$ cat src/rtl/core/keypress_fade_tap_queue_macros.svh
// ----------------------------------------------------------------------------
// keypress_fade_tap_queue_macros.svh
// Assertion macros for the key-press fade block; empty for synthesis.
// ----------------------------------------------------------------------------
`ifndef KEYPRESS_FADE_TAP_QUEUE_MACROS_SVH
`define KEYPRESS_FADE_TAP_QUEUE_MACROS_SVH

`ifndef SYNTHESIS
// same-cycle implication
`define KFTQ_ASSERT_IMP(label, clk, rst, ante, cons) \
  label: assert property (@(posedge clk) disable iff (rst) (ante) |-> (cons)) \
    else $error("kftq assertion failed");
// next-cycle implication
`define KFTQ_ASSERT_NXT(label, clk, rst, ante, cons) \
  label: assert property (@(posedge clk) disable iff (rst) (ante) |=> (cons)) \
    else $error("kftq assertion failed");
`else
`define KFTQ_ASSERT_IMP(label, clk, rst, ante, cons)
`define KFTQ_ASSERT_NXT(label, clk, rst, ante, cons)
`endif

`endif

$ cat src/rtl/core/kftq_pkg.sv
// ----------------------------------------------------------------------------
// kftq_pkg
// Types, constants and helpers for the key-press fade tap queue.
// ----------------------------------------------------------------------------
package kftq_pkg;

  localparam int TAP_SLOTS    = 32;
  localparam int COLUMNS      = 14;
  localparam int ROWS         = 5;
  localparam int PALETTE_SIZE = 8;

  localparam int SLOT_W  = (TAP_SLOTS > 1) ? $clog2(TAP_SLOTS) : 1;
  localparam int COUNT_W = $clog2(TAP_SLOTS + 1);
  localparam int PAL_W   = $clog2(PALETTE_SIZE);
  localparam int CFG_W   = PAL_W + 1;

  localparam logic [6:0] FULL_BRIGHT = 7'd100;
  localparam logic [6:0] FADE_STEP   = 7'd8;

  // floor(p / 100) == (p * RECIP) >> QUOT_LSB for all p <= 255 * 100
  localparam logic [23:0] RECIP    = 24'd83887;
  localparam int          QUOT_LSB = 23;

  localparam logic OP_FRAME = 1'b0;
  localparam logic OP_PRESS = 1'b1;

  localparam logic [23:0] PALETTE_RESET [PALETTE_SIZE] = '{
    24'hFF1900, 24'h00FF1E, 24'h0000FF, 24'hC800FF,
    24'h3200FF, 24'hB4FF00, 24'hFF8C00, 24'h00FFFF
  };

  typedef struct packed {
    logic [3:0]       x;
    logic [2:0]       y;
    logic [PAL_W-1:0] pick;
    logic [6:0]       level;
  } tap_t;

  typedef enum logic [7:0] {
    S_IDLE  = 8'b0000_0001,
    S_READ  = 8'b0000_0010,
    S_MUL_L = 8'b0000_0100,
    S_MUL_R = 8'b0000_1000,
    S_MUL_G = 8'b0001_0000,
    S_MUL_B = 8'b0010_0000,
    S_EMIT  = 8'b0100_0000,
    S_EMPTY = 8'b1000_0000
  } state_t;

  // circular slot of (base + off), base < TAP_SLOTS, off <= TAP_SLOTS
  function automatic logic [SLOT_W-1:0] slot_add(input logic [SLOT_W-1:0] base,
                                                 input logic [COUNT_W-1:0] off);
    logic [COUNT_W:0] sum;
    sum = (COUNT_W+1)'(base) + (COUNT_W+1)'(off);
    if (sum >= (COUNT_W+1)'(TAP_SLOTS)) begin
      sum = sum - (COUNT_W+1)'(TAP_SLOTS);
    end
    return sum[SLOT_W-1:0];
  endfunction

endpackage

$ cat src/rtl/core/keypress_fade_tap_queue.sv
// ----------------------------------------------------------------------------
// keypress_fade_tap_queue
// Reactive key-press fade: tap queue, per-frame render and fade.
// ----------------------------------------------------------------------------
// Usage:
//   Requests enter on start/op/key_x/key_y/color_pick, taken when start is
//   high and busy is low. A key press (op=1) is absorbed in the accept cycle
//   and produces no result; busy stays low. A frame tick (op=0) walks the
//   tap queue oldest first and emits one result per tap on strobe, each
//   valid for exactly one cycle, with last on the final one. An empty queue
//   gives a single result with pixel_valid low and last high. Each tap
//   takes one tap-memory read, then four passes through a single shared
//   24x8 multiplier (level reciprocal, then red, green, blue), then the
//   write-back of the faded level. Busy drops with the last strobe of a
//   frame. Palette writes use cfg_valid/cfg_ready/cfg_index/cfg_data;
//   indexes past the palette are ignored. Reset empties the queue and
//   restores the default palette. Results cannot be held off by the
//   receiver.
// ----------------------------------------------------------------------------
`include "keypress_fade_tap_queue_macros.svh"

module keypress_fade_tap_queue (
  input  logic                      clk,
  input  logic                      rst,
  input  logic                      start,
  output logic                      busy,
  input  logic                      op,
  input  logic [3:0]                key_x,
  input  logic [2:0]                key_y,
  input  logic [2:0]                color_pick,
  output logic                      strobe,
  output logic                      pixel_valid,
  output logic [6:0]                pixel_index,
  output logic [7:0]                red,
  output logic [7:0]                green,
  output logic [7:0]                blue,
  output logic                      last,
  input  logic                      cfg_valid,
  output logic                      cfg_ready,
  input  logic [kftq_pkg::CFG_W-1:0] cfg_index,
  input  logic [23:0]               cfg_data
);
  import kftq_pkg::*;

  state_t             state;
  logic [23:0]        palette [PALETTE_SIZE];
  tap_t               tap_mem [TAP_SLOTS];
  tap_t               rd_tap;
  logic [SLOT_W-1:0]  tap_head;
  logic [COUNT_W-1:0] tap_count;
  logic [COUNT_W-1:0] idx;
  logic [COUNT_W-1:0] zeros;
  logic [23:0]        lm;
  logic [31:0]        prod;
  logic [7:0]         red_q;
  logic [7:0]         green_q;

  logic               accept;
  logic               press_ok;
  logic [SLOT_W-1:0]  rd_slot;
  logic [SLOT_W-1:0]  wr_slot;
  logic               mem_we;
  logic [SLOT_W-1:0]  mem_waddr;
  tap_t               mem_wdata;
  logic [23:0]        colour;
  logic [23:0]        mul_a;
  logic [7:0]         mul_b;
  logic [31:0]        mul_p;
  logic [6:0]         level_next;
  logic               tap_is_last;
  logic [COUNT_W-1:0] zeros_next;

  assign busy      = (state != S_IDLE);
  assign cfg_ready = ~busy;
  assign accept    = start & ~busy;

  assign press_ok = (tap_count < COUNT_W'(TAP_SLOTS)) &&
                    ({1'b0, key_x} < 5'(COLUMNS)) &&
                    ({1'b0, key_y} < 4'(ROWS));

  assign rd_slot = slot_add(tap_head, idx);
  assign wr_slot = slot_add(tap_head, tap_count);
  assign colour  = palette[rd_tap.pick];

  // shared multiplier: reciprocal times level, then channel times that
  always_comb begin
    mul_a = lm;
    mul_b = 8'd0;
    case (state)
      S_MUL_L: begin
        mul_a = RECIP;
        mul_b = {1'b0, rd_tap.level};
      end
      S_MUL_R: mul_b = colour[23:16];
      S_MUL_G: mul_b = colour[15:8];
      S_MUL_B: mul_b = colour[7:0];
      default: mul_b = 8'd0;
    endcase
  end
  assign mul_p = 32'(mul_a) * 32'(mul_b);

  assign level_next  = (rd_tap.level > FADE_STEP) ? (rd_tap.level - FADE_STEP) : 7'd0;
  assign tap_is_last = (idx == tap_count - COUNT_W'(1));
  // levels never decrease toward the tail, so faded-out taps form a prefix
  assign zeros_next  = zeros + COUNT_W'(level_next == 7'd0);

  always_comb begin
    mem_we    = 1'b0;
    mem_waddr = rd_slot;
    mem_wdata = rd_tap;
    if (state == S_EMIT) begin
      mem_we          = 1'b1;
      mem_wdata.level = level_next;
    end else if (accept && op == OP_PRESS && press_ok) begin
      mem_we    = 1'b1;
      mem_waddr = wr_slot;
      mem_wdata = '{x: key_x, y: key_y, pick: color_pick, level: FULL_BRIGHT};
    end
  end

  always_ff @(posedge clk) begin
    if (mem_we) begin
      tap_mem[mem_waddr] <= mem_wdata;
    end
    if (state == S_READ) begin
      rd_tap <= tap_mem[rd_slot];
    end
  end

  always_ff @(posedge clk) begin
    if (rst) begin
      for (int i = 0; i < PALETTE_SIZE; i++) begin
        palette[i] <= PALETTE_RESET[i];
      end
    end else if (cfg_valid && cfg_ready && cfg_index < CFG_W'(PALETTE_SIZE)) begin
      palette[cfg_index[PAL_W-1:0]] <= cfg_data;
    end
  end

  // datapath registers
  always_ff @(posedge clk) begin
    unique case (state)
      S_MUL_L: lm <= mul_p[23:0];
      S_MUL_R: prod <= mul_p;
      S_MUL_G: begin
        red_q <= prod[QUOT_LSB +: 8];
        prod  <= mul_p;
      end
      S_MUL_B: begin
        green_q <= prod[QUOT_LSB +: 8];
        prod    <= mul_p;
      end
      S_EMIT: begin
        pixel_valid <= 1'b1;
        pixel_index <= 7'(rd_tap.y) * 7'(COLUMNS) + 7'(rd_tap.x);
        red         <= red_q;
        green       <= green_q;
        blue        <= prod[QUOT_LSB +: 8];
        last        <= tap_is_last;
      end
      S_EMPTY: begin
        pixel_valid <= 1'b0;
        pixel_index <= 7'd0;
        red         <= 8'd0;
        green       <= 8'd0;
        blue        <= 8'd0;
        last        <= 1'b1;
      end
      default: ;
    endcase
  end

  // sequencer
  always_ff @(posedge clk) begin
    if (rst) begin
      state     <= S_IDLE;
      tap_head  <= '0;
      tap_count <= '0;
      idx       <= '0;
      zeros     <= '0;
      strobe    <= 1'b0;
    end else begin
      strobe <= (state == S_EMIT) || (state == S_EMPTY);
      unique case (state)
        S_IDLE: begin
          idx   <= '0;
          zeros <= '0;
          if (accept) begin
            if (op == OP_PRESS) begin
              if (press_ok) begin
                tap_count <= tap_count + COUNT_W'(1);
              end
            end else if (tap_count == '0) begin
              state <= S_EMPTY;
            end else begin
              state <= S_READ;
            end
          end
        end
        S_READ:  state <= S_MUL_L;
        S_MUL_L: state <= S_MUL_R;
        S_MUL_R: state <= S_MUL_G;
        S_MUL_G: state <= S_MUL_B;
        S_MUL_B: state <= S_EMIT;
        S_EMIT: begin
          zeros <= zeros_next;
          idx   <= idx + COUNT_W'(1);
          if (tap_is_last) begin
            tap_head  <= slot_add(tap_head, zeros_next);
            tap_count <= tap_count - zeros_next;
            state     <= S_IDLE;
          end else begin
            state <= S_READ;
          end
        end
        S_EMPTY: state <= S_IDLE;
        default: state <= S_IDLE;
      endcase
    end
  end

  `KFTQ_ASSERT_IMP(a_strobe_from_emit, clk, rst, strobe, $past(state == S_EMIT || state == S_EMPTY))
  `KFTQ_ASSERT_IMP(a_last_ends_frame, clk, rst, strobe && last, state == S_IDLE)
  `KFTQ_ASSERT_IMP(a_count_bound, clk, rst, 1'b1, tap_count <= COUNT_W'(TAP_SLOTS))
  `KFTQ_ASSERT_NXT(a_frame_goes_busy, clk, rst, start && !busy && op == OP_FRAME, busy)

endmodule
$ cat config.mk
export PLATFORM = sky130hd
export DESIGN_NAME = keypress_fade_tap_queue
export DESIGN_NICKNAME = d
export VERILOG_FILES = /design/src/rtl/core/kftq_pkg.sv /design/src/rtl/core/keypress_fade_tap_queue.sv
export VERILOG_INCLUDE_DIRS = /design/src /design/src/rtl/core
export SDC_FILE = /design/constraint.sdc
export NUM_CORES = 1
export LEC_CHECK = 0
export ABC_AREA = 1
export BUFFER_PORTS_ARGS = -buffer_cell sky130_fd_sc_hd__buf_4
export CAP_MARGIN = 0
export CORE_MARGIN = 2
export CORE_UTILIZATION = 24
export DETAILED_ROUTE_END_ITERATION = 10
export SLEW_MARGIN = 20
export SYNTH_ARGS = -nofsm -noshare
export SYNTH_HDL_FRONTEND = slang
export SYNTH_SLANG_ARGS = --single-unit
$ cat constraint.sdc
create_clock -name clk -period 6.2 [get_ports clk]
set_input_delay 0.62 -clock clk [delete_from_list [all_inputs] [get_ports clk]]
set_output_delay 0.62 -clock clk [all_outputs]
set_load 0.005 [all_outputs]
After elaboration in Yosys (flattened, before gate mapping)
Memory sizes are Yosys's and may differ from the RTL's. A register that Yosys moved wholly into a read port is not among the register bits.
Index checks and enable logic that the tools add are counted.
{"block": "classes", "n_addsub": 13, "multipliers": 2, "order_cmp": 8, "eq_ne": 15, "muxes": 41, "bitwise_logic": 2, "reduce_logical": 16}
{"operator": "one-hot mux 8 bit (7 select lines)", "n": 1}
{"operator": "2-to-1 mux 24 bit", "n": 2}
{"operator": "one-hot mux 8 bit (2 select lines)", "n": 3}
{"operator": "one-hot mux 6 bit (2 select lines)", "n": 3}
{"operator": "one-hot mux 8 bit (4 select lines)", "n": 1}
{"operator": "multiplier 24 x 8 -> 31 bit", "n": 1}
{"operator": "2-to-1 mux 5 bit", "n": 5}
{"operator": "2-to-1 mux 6 bit", "n": 4}
{"operator": "2-to-1 mux 8 bit", "n": 3}
{"operator": "OR reduction 24 bit", "n": 1}
{"operator": "adder 5 x 6 -> 7 bit", "n": 3}
{"operator": "greater-or-equal comparator 7 x 6 -> 1 bit (second input constant)", "n": 3}
{"operator": "2-to-1 mux 17 bit", "n": 1}
{"operator": "subtractor 5 x 1 -> 5 bit (second input constant)", "n": 3}
{"operator": "2-to-1 mux 7 bit", "n": 2}
{"operator": "one-hot mux 7 bit (2 select lines)", "n": 1}
{"operator": "adder 6 x 1 -> 6 bit (second input constant)", "n": 2}
{"operator": "2-to-1 mux 1 bit", "n": 10}
{"operator": "2-to-1 mux 10 bit", "n": 1}
{"operator": "!= test 2 bit (second input constant)", "n": 5}
{"operator": "equality test 8 x 1 -> 1 bit (second input constant)", "n": 1}
{"operator": "equality test 8 x 2 -> 1 bit (second input constant)", "n": 1}
{"operator": "equality test 8 x 3 -> 1 bit (second input constant)", "n": 1}
{"operator": "equality test 8 x 4 -> 1 bit (second input constant)", "n": 1}
{"operator": "29 further kinds", "n": 38}
{"block": "word_totals", "reg_bits": 136, "ram_bits": 736, "inputBits": 43, "out_inout_bits": 36, "n_memories": 2}
{"name": "tap_mem", "words": 32, "word_bits": 17, "read_ports": 1, "rd_clocked_by_memory_dff": 1, "write_ports": 1, "line_no": "keypress_fade_tap_queue.sv:47", "text": "tap_t tap_mem [TAP_SLOTS];"}
{"name": "palette", "words": 8, "word_bits": 24, "read_ports": 1, "rd_clocked_by_memory_dff": 0, "write_ports": 8, "line_no": "keypress_fade_tap_queue.sv:46", "text": "logic [23:0] palette [PALETTE_SIZE];"}

Longest topological paths before layout
Gate-level depths: netlist of the first run.
{"block": "depth", "depth_word": 9, "mapped_depth": 31}

Worst setup path after synthesis of the first run
No wires, ideal clock.
{"block": "synth_timing", "path_type": "flip-flop to flip-flop", "startpoint": "reg state[2]", "endpoint": "reg lm[21] (data pin)", "t_arrival_ps": 4842, "t_required_ps": 5935, "path_slack_ps": 1093, "path_stages_with_launch": 25, "period_less_slack_ps": 5107, "path_cell_list": "dfxtp_1 > nor2_2 > nand2_2 > nor2_2 > o211ai_1 > nand2_1 > nor2_1 > buf_4 > inv_2 > nand2_1 > fa_1 > inv_1 > fa_1 > fa_1 > inv_1 > fa_1 > inv_1 > ha_1 > a21oi_1 > nor2_1 > nor2_1 > nand2_1 > a21oi_1 > o21ai_0 > xor2_1"}
{"block": "synth_between", "elab_chain_len": 3, "elab_cells_between_ends": 7, "classes_between": "1 x mul; 4 x eq/ne; 2 x mux"}
{"item": "start: declaration", "line_no": "keypress_fade_tap_queue.sv:45", "text": "state_t state;"}
{"item": "start signal: assignment", "line_no": "keypress_fade_tap_queue.sv:176", "text": "state <= S_IDLE;"}
{"item": "start signal: assignment", "line_no": "keypress_fade_tap_queue.sv:194", "text": "state <= S_EMPTY;"}
{"item": "start signal: assignment", "line_no": "keypress_fade_tap_queue.sv:196", "text": "state <= S_READ;"}
{"item": "equality test 8 x 6 -> 1 bit (tied with other cells)", "line_no": "keypress_fade_tap_queue.sv:89", "text": "case (state)"}
{"item": "one-hot mux 8 bit (4 select lines) / 2-to-1 mux 24 bit (equally long branches)", "line_no": "keypress_fade_tap_queue.sv:89"}
{"item": "multiplier 24 x 8 -> 31 bit (*)", "line_no": "keypress_fade_tap_queue.sv:100", "text": "assign mul_p = 32'(mul_a) * 32'(mul_b);"}
{"item": "net mul_p[21]", "line_no": "keypress_fade_tap_queue.sv:68", "text": "logic [31:0] mul_p;"}
{"item": "end signal: assignment", "line_no": "keypress_fade_tap_queue.sv:143", "text": "S_MUL_L: lm <= mul_p[23:0];"}
{"item": "end: declaration", "line_no": "keypress_fade_tap_queue.sv:53", "text": "logic [23:0] lm;"}
Mark *: on every way through the listed nets, which the timed path passes. The rest lies on a longest branch.
A chain may end at the register's enable or synchronous reset.

Final worst setup path of the first run
{"block": "layout_timing", "startpoint": "reg rd_tap[7] (netlist name)", "endpoint": "reg prod[28] (data pin)"}
{"block": "layout_between", "elab_chain_len": 3}
{"item": "memory (8 x 24 bit)"}
{"item": "one-hot mux 8 bit (4 select lines)", "line_no": "keypress_fade_tap_queue.sv:89"}
{"item": "multiplier 24 x 8 -> 31 bit", "line_no": "keypress_fade_tap_queue.sv:100"}
{"item": "net mul_p[28]", "line_no": "keypress_fade_tap_queue.sv:68"}
{"item": "end signal: assignment", "line_no": "keypress_fade_tap_queue.sv:144", "text": "S_MUL_R: prod <= mul_p;"}
{"item": "end signal: assignment", "line_no": "keypress_fade_tap_queue.sv:147", "text": "prod <= mul_p;"}
{"item": "end signal: assignment", "line_no": "keypress_fade_tap_queue.sv:151", "text": "prod <= mul_p;"}
{"item": "end: declaration", "line_no": "keypress_fade_tap_queue.sv:54", "text": "logic [31:0] prod;"}
The timed path passes the listed nets, and every way through them passes these cells.

==> summary.txt, run 1 <==
critical-path maximum fanout: 21
syn nets: 4196
#FFs+latches synth: 866
CP max stage delay: 0.53 ns
Design Area, Final: 49000 sq um
Num CTS Buffers: 86
GR Overflow Total: 0
power per cell area: 258 nW/um^2
Clock power frac: 41.0%
Core Area: 176000 sq um
Comb power frac: 6.6%
Max clock buf depth: 3
Pre-Repair DR Iteration Count: 5
WS Path Type: flop to flop
initial antenna violation count: 1
Post-Place Cells: 6266
synthesized area: 42500 sq um
I/O Buffers: 78
post-synthesis sequential area ratio: 60.5%
row count: 154
reg2reg setup slack: 0.31 ns
Worst Path Required: 6.63 ns
gr usage total: 13.0%
reg2reg path depth: 26
RSZ-0062 raised after global routing: yes
IO Pins: 79
largest net degree at the start of global routing: 178
Critical Path Sink: prod[28]
Post-synth top flop: edfxtp_1
Max stage delay cell, worst path: fa_1
DRC: 0
GP Congestion: 0.851
Routed Antenna Nets: 0
register clock-pin slew on the reported worst setup and hold paths: 0.07 ns
via/cell ratio: 4.59
vias in the first global route: 28.9k
ys async rst share: 0%
Syn Area/Cell: 10.8 sq um
Worst VDD drop: 0.257 mV
H-tree depth: 3
final hold violations: 0
met1 wire length: 51600 um
skew final: 0.0461 ns
Slew Viols, Final: 0
r2r startpoint: rd_tap[7]
clk_lat worst skew: 0.70 ns
crit path launch type: flop
Worst setup EP type: flop
reg-to-reg endpoint: prod[28]
die area: 180000 sq um
Tcrit/Tclk final: 95.0%
Fillers: 18.2k
vias: 29.5k
area leader, netlist: edfxtp_1
worst hold path class: primary input to flop
power share of the sequential group: 52.4%
Yosys top cell area share: 59.0%
final core utilization: 27.9%
CP arrival: 6.32 ns
min cycle time layout: 5.89 ns
Worst Setup SP: rd_tap[7]
DIE HEIGHT: 425 um
outcome: complete, no violations
DP HPWL: 75800 um
Initial Util: 24.1%
internal power: 9.63 mW
Leak: 18.2 nW
synth warn: 0
Rel. slew slack: 26.2%
top post-synthesis cells by count: edfxtp_1 (834), nor2_1 (783), nand2_1 (536)
Synth area leaders: edfxtp_1 (59%), nor2_1 (6.9%), fa_1 (6.6%), nand2_1 (4.7%), o21ai_0 (4.7%)
top-count cell post-synth: edfxtp_1
Worst-Margin Slew: 1.11 ns
top sig layer: met4
share of layout cells above drive strength 1: 10.8%
Post-synth EDFFs: 834
sw power: 3.01 mW
Synth Instances: 3934
Highest Clock Rate: 0.170 GHz
first-pass GRT wire length: 180000 um
max-cap violations: 0
final cell count without fillers: 6423
Yosys cell types: 47
routed len/inst: 18.7 um
synthesis-to-finish area growth: 15.4%
Post-Route Setup TNS: 0 ns
Placed Area: 46200 sq um
Net Sw Frac: 23.8%
met3 wire length: 7490 um
Post-Route WL: 120000 um
CTS sink count: 866
final setup vio count: 0
die width: 425 um
met2 WL: 57600 um
clk root buf: clkbuf_16
nets: 4278
CTS tree: done
DRT iter0 DRCs: 2901
worst max-delay path, delay by kind of cell (launching register included):
family	cells	cell delay, ns
adders and majority gates	5	2.36
buffers and inverters	9	1.21
AOI/OAI and AO/OA	6	1.11
and+or+nand+nor	6	0.54
DFF	1	0.39
registers in the layout, summed over array words and instances, names as in the netlist, 17 cells and up:
register  flops
rd_tap       17
tap_mem     544
palette     192
lm           24
area by class of cell:
class	instances	area [sq um]	area share (%)
Tap cell	2340	2930	5.97
Clock buffer	107	2280	4.65
Inverter	364	1390	2.83
Multi-Input combinational cell	2511	14800	30.2
Clock inverter	47	454	0.926
Antenna cell	1	2.50	0.00510
Timing Repair Buffer	187	1500	3.06
Sequential cell	866	25700	52.4
timing repair:
item / 4_1_cts / 5_1_grt
hold buffers: 0 / 0
setup endpoints to repair: 0 / 21
buffers inserted: 0 / 2
gates resized for setup: 0 / 17
endpoints found under the hold margin: 0 / 0
cell families (layout without fill, tap and decap cells):
family / count (synthesis) / after routing / synth area share (%)
compound gates: 689 / 689 / 9.25
flops: 866 / 866 / 60.5
buf+inv: 557 / 705 / 5.41
xor+xnor: 44 / 44 / 0.925
simple gates: 1559 / 1559 / 15.0
other cells: 0 / 1 / 0
fa+ha+maj: 219 / 219 / 8.91
how the worst min path moves through the flow:
stage,start,slack [ns],end,cells past startpoint
2_1_floorplan,prod[23],0.45,green_q[0],0
3_3_place_gp,idx[5],0.48,idx[5],2
3_5_place_dp,prod[30],0.48,green_q[7],0
4_1_cts,rst,0.26,idx[1],2
5_1_grt,rst,0.27,state[2],2
6_report,rst,0.30,idx[1],2
through the flow:
stage,power (mW),hold WS (ns),setup WS [ns]
after global routing,13.0,0.274,-0.0143
after global placement,7.57,0.482,-0.210
after detailed placement,7.59,0.483,0.116
after floorplan,7.19,0.445,1.09
final,12.6,0.296,0.308
after CTS,12.7,0.260,0.102
power groups by stage:
stage          Combinational (mW)  Clock [mW]  Sequential [mW]
6_report                    0.839        5.18             6.62
3_3_place_gp                0.819           0             6.75
2_1_floorplan               0.452           0             6.74
4_1_cts                     0.843        5.25             6.62
3_5_place_dp                0.839           0             6.75
5_1_grt                     0.913        5.46             6.63
layout by cell type, fill, tap and decap left out, drive strengths merged:
master    count
a211oi        3
a21boi        1
a21o          4
a21oi        65
a221oi        2
a31oi         3
buf         187
bufinv        5
clkbuf      107
clkinv       38
clkinvlp      2
dfxtp        32
diode         1
edfxtp      834
fa          139
ha           80
inv         366
nand2       552
nand3       179
nand4        16
nor2        797
nor3          9
nor4          4
o211ai       32
o21ai       416
o21bai        4
o221ai       47
o22ai       111
o31ai         1
or2           2
xnor2        12
xor2         32
metal layers:
metal  vias to the layer above  track usage [%]
li1                      13600                -
met1                     14700             17.3
met2                       985             21.6
met3                       177             1.99
met4                         0             4.19
met5                         -                0
(Power assumes the default switching activity.)
==> inputs of run 2 (changes only) <==
CORE_UTILIZATION = 25   (was 24)
==> run 2 against run 1 <==
Against the previous run: clock skew rose by 0.013 ns; global-route usage increased by 0.45 points; clock power increased by 12%; non-clock buffer count down 3; cell count shrank 1.7%; worst hold slack got worse by 0.037 ns; largest cell class unchanged.
==> summary.txt, run 2 (synthesis results as in run 1) <==
outcome: complete, no violations (unchanged)
reg2reg setup slack: 0.22 ns (was 0.31 ns)
row count: 151 (was 154)
Design Area, Final: 49300 sq um (was 49000 sq um)
Tcrit/Tclk final: 96.4% (was 95.0%)
Design Power: 13.2 mW (was 12.6 mW)
CP max stage delay: 0.63 ns (was 0.53 ns)
skew final: 0.0591 ns (was 0.0461 ns)
CP cell instances: inv_1 > buf_12 > o221ai_1 > nand3_1 > nand2_1 > nor2_1 > buf_12 > nor2_1 > fa_1 > fa_1 > fa_1 > inv_1 > fa_1 > inv_1 > ha_1 > a21o_1 > a21boi_0 > o21ai_0 > nand2_1 > nand3_1 > xor2_1
Rel. slew slack: 21.4% (was 26.2%)
Worst VDD drop: 0.228 mV (was 0.257 mV)
initial antenna violation count: 0 (was 1)
DRC: 0 (unchanged)
worst hold slack: 0.259 ns (was 0.296 ns)
synthesis-to-finish area growth: 16.1% (was 15.4%)
vias in the first global route: 29.6k (was 28.9k)
Initial Util: 25.1% (was 24.1%)
Biggest register: tap_mem (unchanged)
final setup vio count: 0 (unchanged)
H-tree depth: 3 (unchanged)
critical-path maximum fanout: 20 (was 21)
DP HPWL: 74300 um (was 75800 um)
CTS sink count: 866 (unchanged)
CP arrival: 6.40 ns (was 6.32 ns)
max-cap violations: 0 (unchanged)
min cycle time layout: 5.98 ns (was 5.89 ns)
GP Congestion: 0.889 (was 0.851)
Post-CTS Setup Bufs: 0 (unchanged)
most frequent cells in the layout: edfxtp_1 (834), nor2_1 (757), nand2_1 (532) (was edfxtp_1 (834), nor2_1 (750), nand2_1 (532))
DIE HEIGHT: 416 um (was 425 um)
Num CTS Buffers: 93 (was 86)
internal power: 10.1 mW (was 9.63 mW)
Routed Antenna Nets: 0 (unchanged)
DRT iter0 DRCs: 2823 (was 2901)
Core Area: 169000 sq um (was 176000 sq um)
die width: 416 um (was 425 um)
sw power: 3.13 mW (was 3.01 mW)
most used cell, CP: fa_1
Max clock buf depth: 3 (unchanged)
nets: 4282 (was 4278)
Pre-Repair DR Iteration Count: 5 (unchanged)
WS Path Type: flop to flop (unchanged)
clk_lat worst skew: 0.71 ns (was 0.70 ns)
via/cell ratio: 4.73 (was 4.59)
Net Sw Frac: 23.6% (was 23.8%)
Clock power frac: 43.9% (was 41.0%)
routed len/inst: 18.8 um (was 18.7 um)
kind of cell adding the most delay to the critical path: adder cells (unchanged)
Worst setup EP type: flop (unchanged)
Leak: 18.4 nW (was 18.2 nW)
share of layout cells above drive strength 1: 10.8% (about the same)
die area: 173000 sq um (was 180000 sq um)
IO Pins: 79 (unchanged)
clk root buf: clkbuf_16 (unchanged)
worst path bufs/invs: 5 (was 9)
final hold violations: 0 (unchanged)
power per cell area: 269 nW/um^2 (was 258 nW/um^2)
CTS tree: done (unchanged)
Post-Route WL: 119000 um (was 120000 um)
power share of the sequential group: 50.0% (was 52.4%)
gr usage total: 13.5% (was 13.0%)
Slew Viols, Final: 0 (unchanged)
register clock-pin slew on the reported worst setup and hold paths: 0.06 ns (was 0.07 ns)
RSZ-0062 raised after global routing: no (was yes)
Post-Route Setup TNS: 0 ns (unchanged)
Max stage delay cell, worst path: fa_1 (unchanged)
Worst-Margin Slew: 1.18 ns (was 1.11 ns)
commonest non-fill, non-tap cell in the layout: edfxtp_1 (unchanged)
Largest regs: tap_mem (544), palette (192), lm (24) (unchanged)
first-pass GRT wire length: 180000 um (about the same)
largest net degree at the start of global routing: 119 (was 178)
Worst Path Required: 6.62 ns (was 6.63 ns)
worst hold path class: primary input to flop (unchanged)
max FFs per register: 544 (unchanged)
final core utilization: 29.2% (was 27.9%)
diode count: 0 (was 1)
Placed Area: 46000 sq um (was 46200 sq um)
CTS Hold Bufs: 0 (unchanged)
I/O Buffers: 78 (unchanged)
vias: 29.8k (was 29.5k)
crit path launch type: flop (unchanged)
GR Overflow Total: 0 (unchanged)
Highest Clock Rate: 0.167 GHz (was 0.170 GHz)
Comb power frac: 6.1% (was 6.6%)
run 2: cell count changes in the layout (fill, tap and decap cells not counted), moves of 3 or more:
cell / previous run / this run
nor2_4: 17 / 5
buf_4: 178 / 169
clkinv_2: 19 / 10
clkbuf_16: 87 / 94
clkinv_1: 15 / 8
nor2_1: 750 / 757
buf_12: 7 / 13
clkbuf_1: 17 / 23
clkbuf_8: 3 / 9
bufinv_16: 5 / 10
nor2_2: 27 / 32
clkinv_16: 2 / 6
clkinv_4: 1 / 4
run 2: through the flow:
step	worst slack (ns)	std cells
after floorplan	1.09	3934
after global placement	0.0706	6142
after detailed placement	0.0267	6142
after CTS	0.162	6311
after global routing	0.0383	6312
final	0.221	6312
run 2: path summary, 6_finish.rpt:
check	from	to	cells past startpoint
setup reg to reg	rd_tap[9]	prod[24]	21
setup / recovery	rd_tap[9]	prod[24]	21
hold reg to reg	idx[5]	idx[5]	2
hold / removal	rst	tap_head[4]	2
run 2: what timing repair did:
item                                   4_1_cts  5_1_grt
gates resized for setup                      1        7
cloned                                       0        1
endpoints found under the hold margin        0        0
setup endpoints to repair                    1        6
run 2: area by class of cell:
| cell class | instances | area [sq um] |
|---|---|---|
| Fill cell | 17200 | 120000 |
| Sequential cell | 866 | 25700 |
| Multi-Input combinational cell | 2511 | 14700 |
| Tap cell | 2218 | 2780 |
| Clock buffer | 125 | 2540 |
| Timing Repair Buffer | 184 | 1570 |
| Inverter | 364 | 1380 |
| Clock inverter | 44 | 656 |
run 2: metal layers:
metal | vias up | routed length, um | track usage (%)
li1 | 13700 | - | -
met1 | 14800 | 49900 | 17.6
met2 | 1166 | 57700 | 22.5
met3 | 196 | 8350 | 2.28
met4 | 0 | 3000 | 4.36
met5 | - | 0 | 0
run 2: power by group through the flow:
stage | logic (mW) | registers, mW | clock network (mW)
floorplan | 0.452 | 6.74 | 0
global placement | 0.801 | 6.74 | 0
detailed placement | 0.819 | 6.74 | 0
CTS | 0.823 | 6.62 | 5.93
global route | 0.889 | 6.62 | 6.14
finish | 0.812 | 6.62 | 5.81
run 2: worst register-to-register path: stages (launching register included):
cell      delay [ns]
edfxtp_1        0.41
inv_1           0.44
buf_12          0.25
o221ai_1        0.13
nand3_1         0.15
nand2_1         0.15
nor2_1          0.26
buf_12          0.21
nor2_1          0.08
fa_1            0.63
fa_1            0.45
fa_1            0.49
inv_1           0.05
fa_1            0.47
inv_1           0.04
ha_1            0.32
a21o_1          0.20
a21boi_0        0.44
o21ai_0         0.17
nand2_1         0.09
nand3_1         0.11
xor2_1          0.16
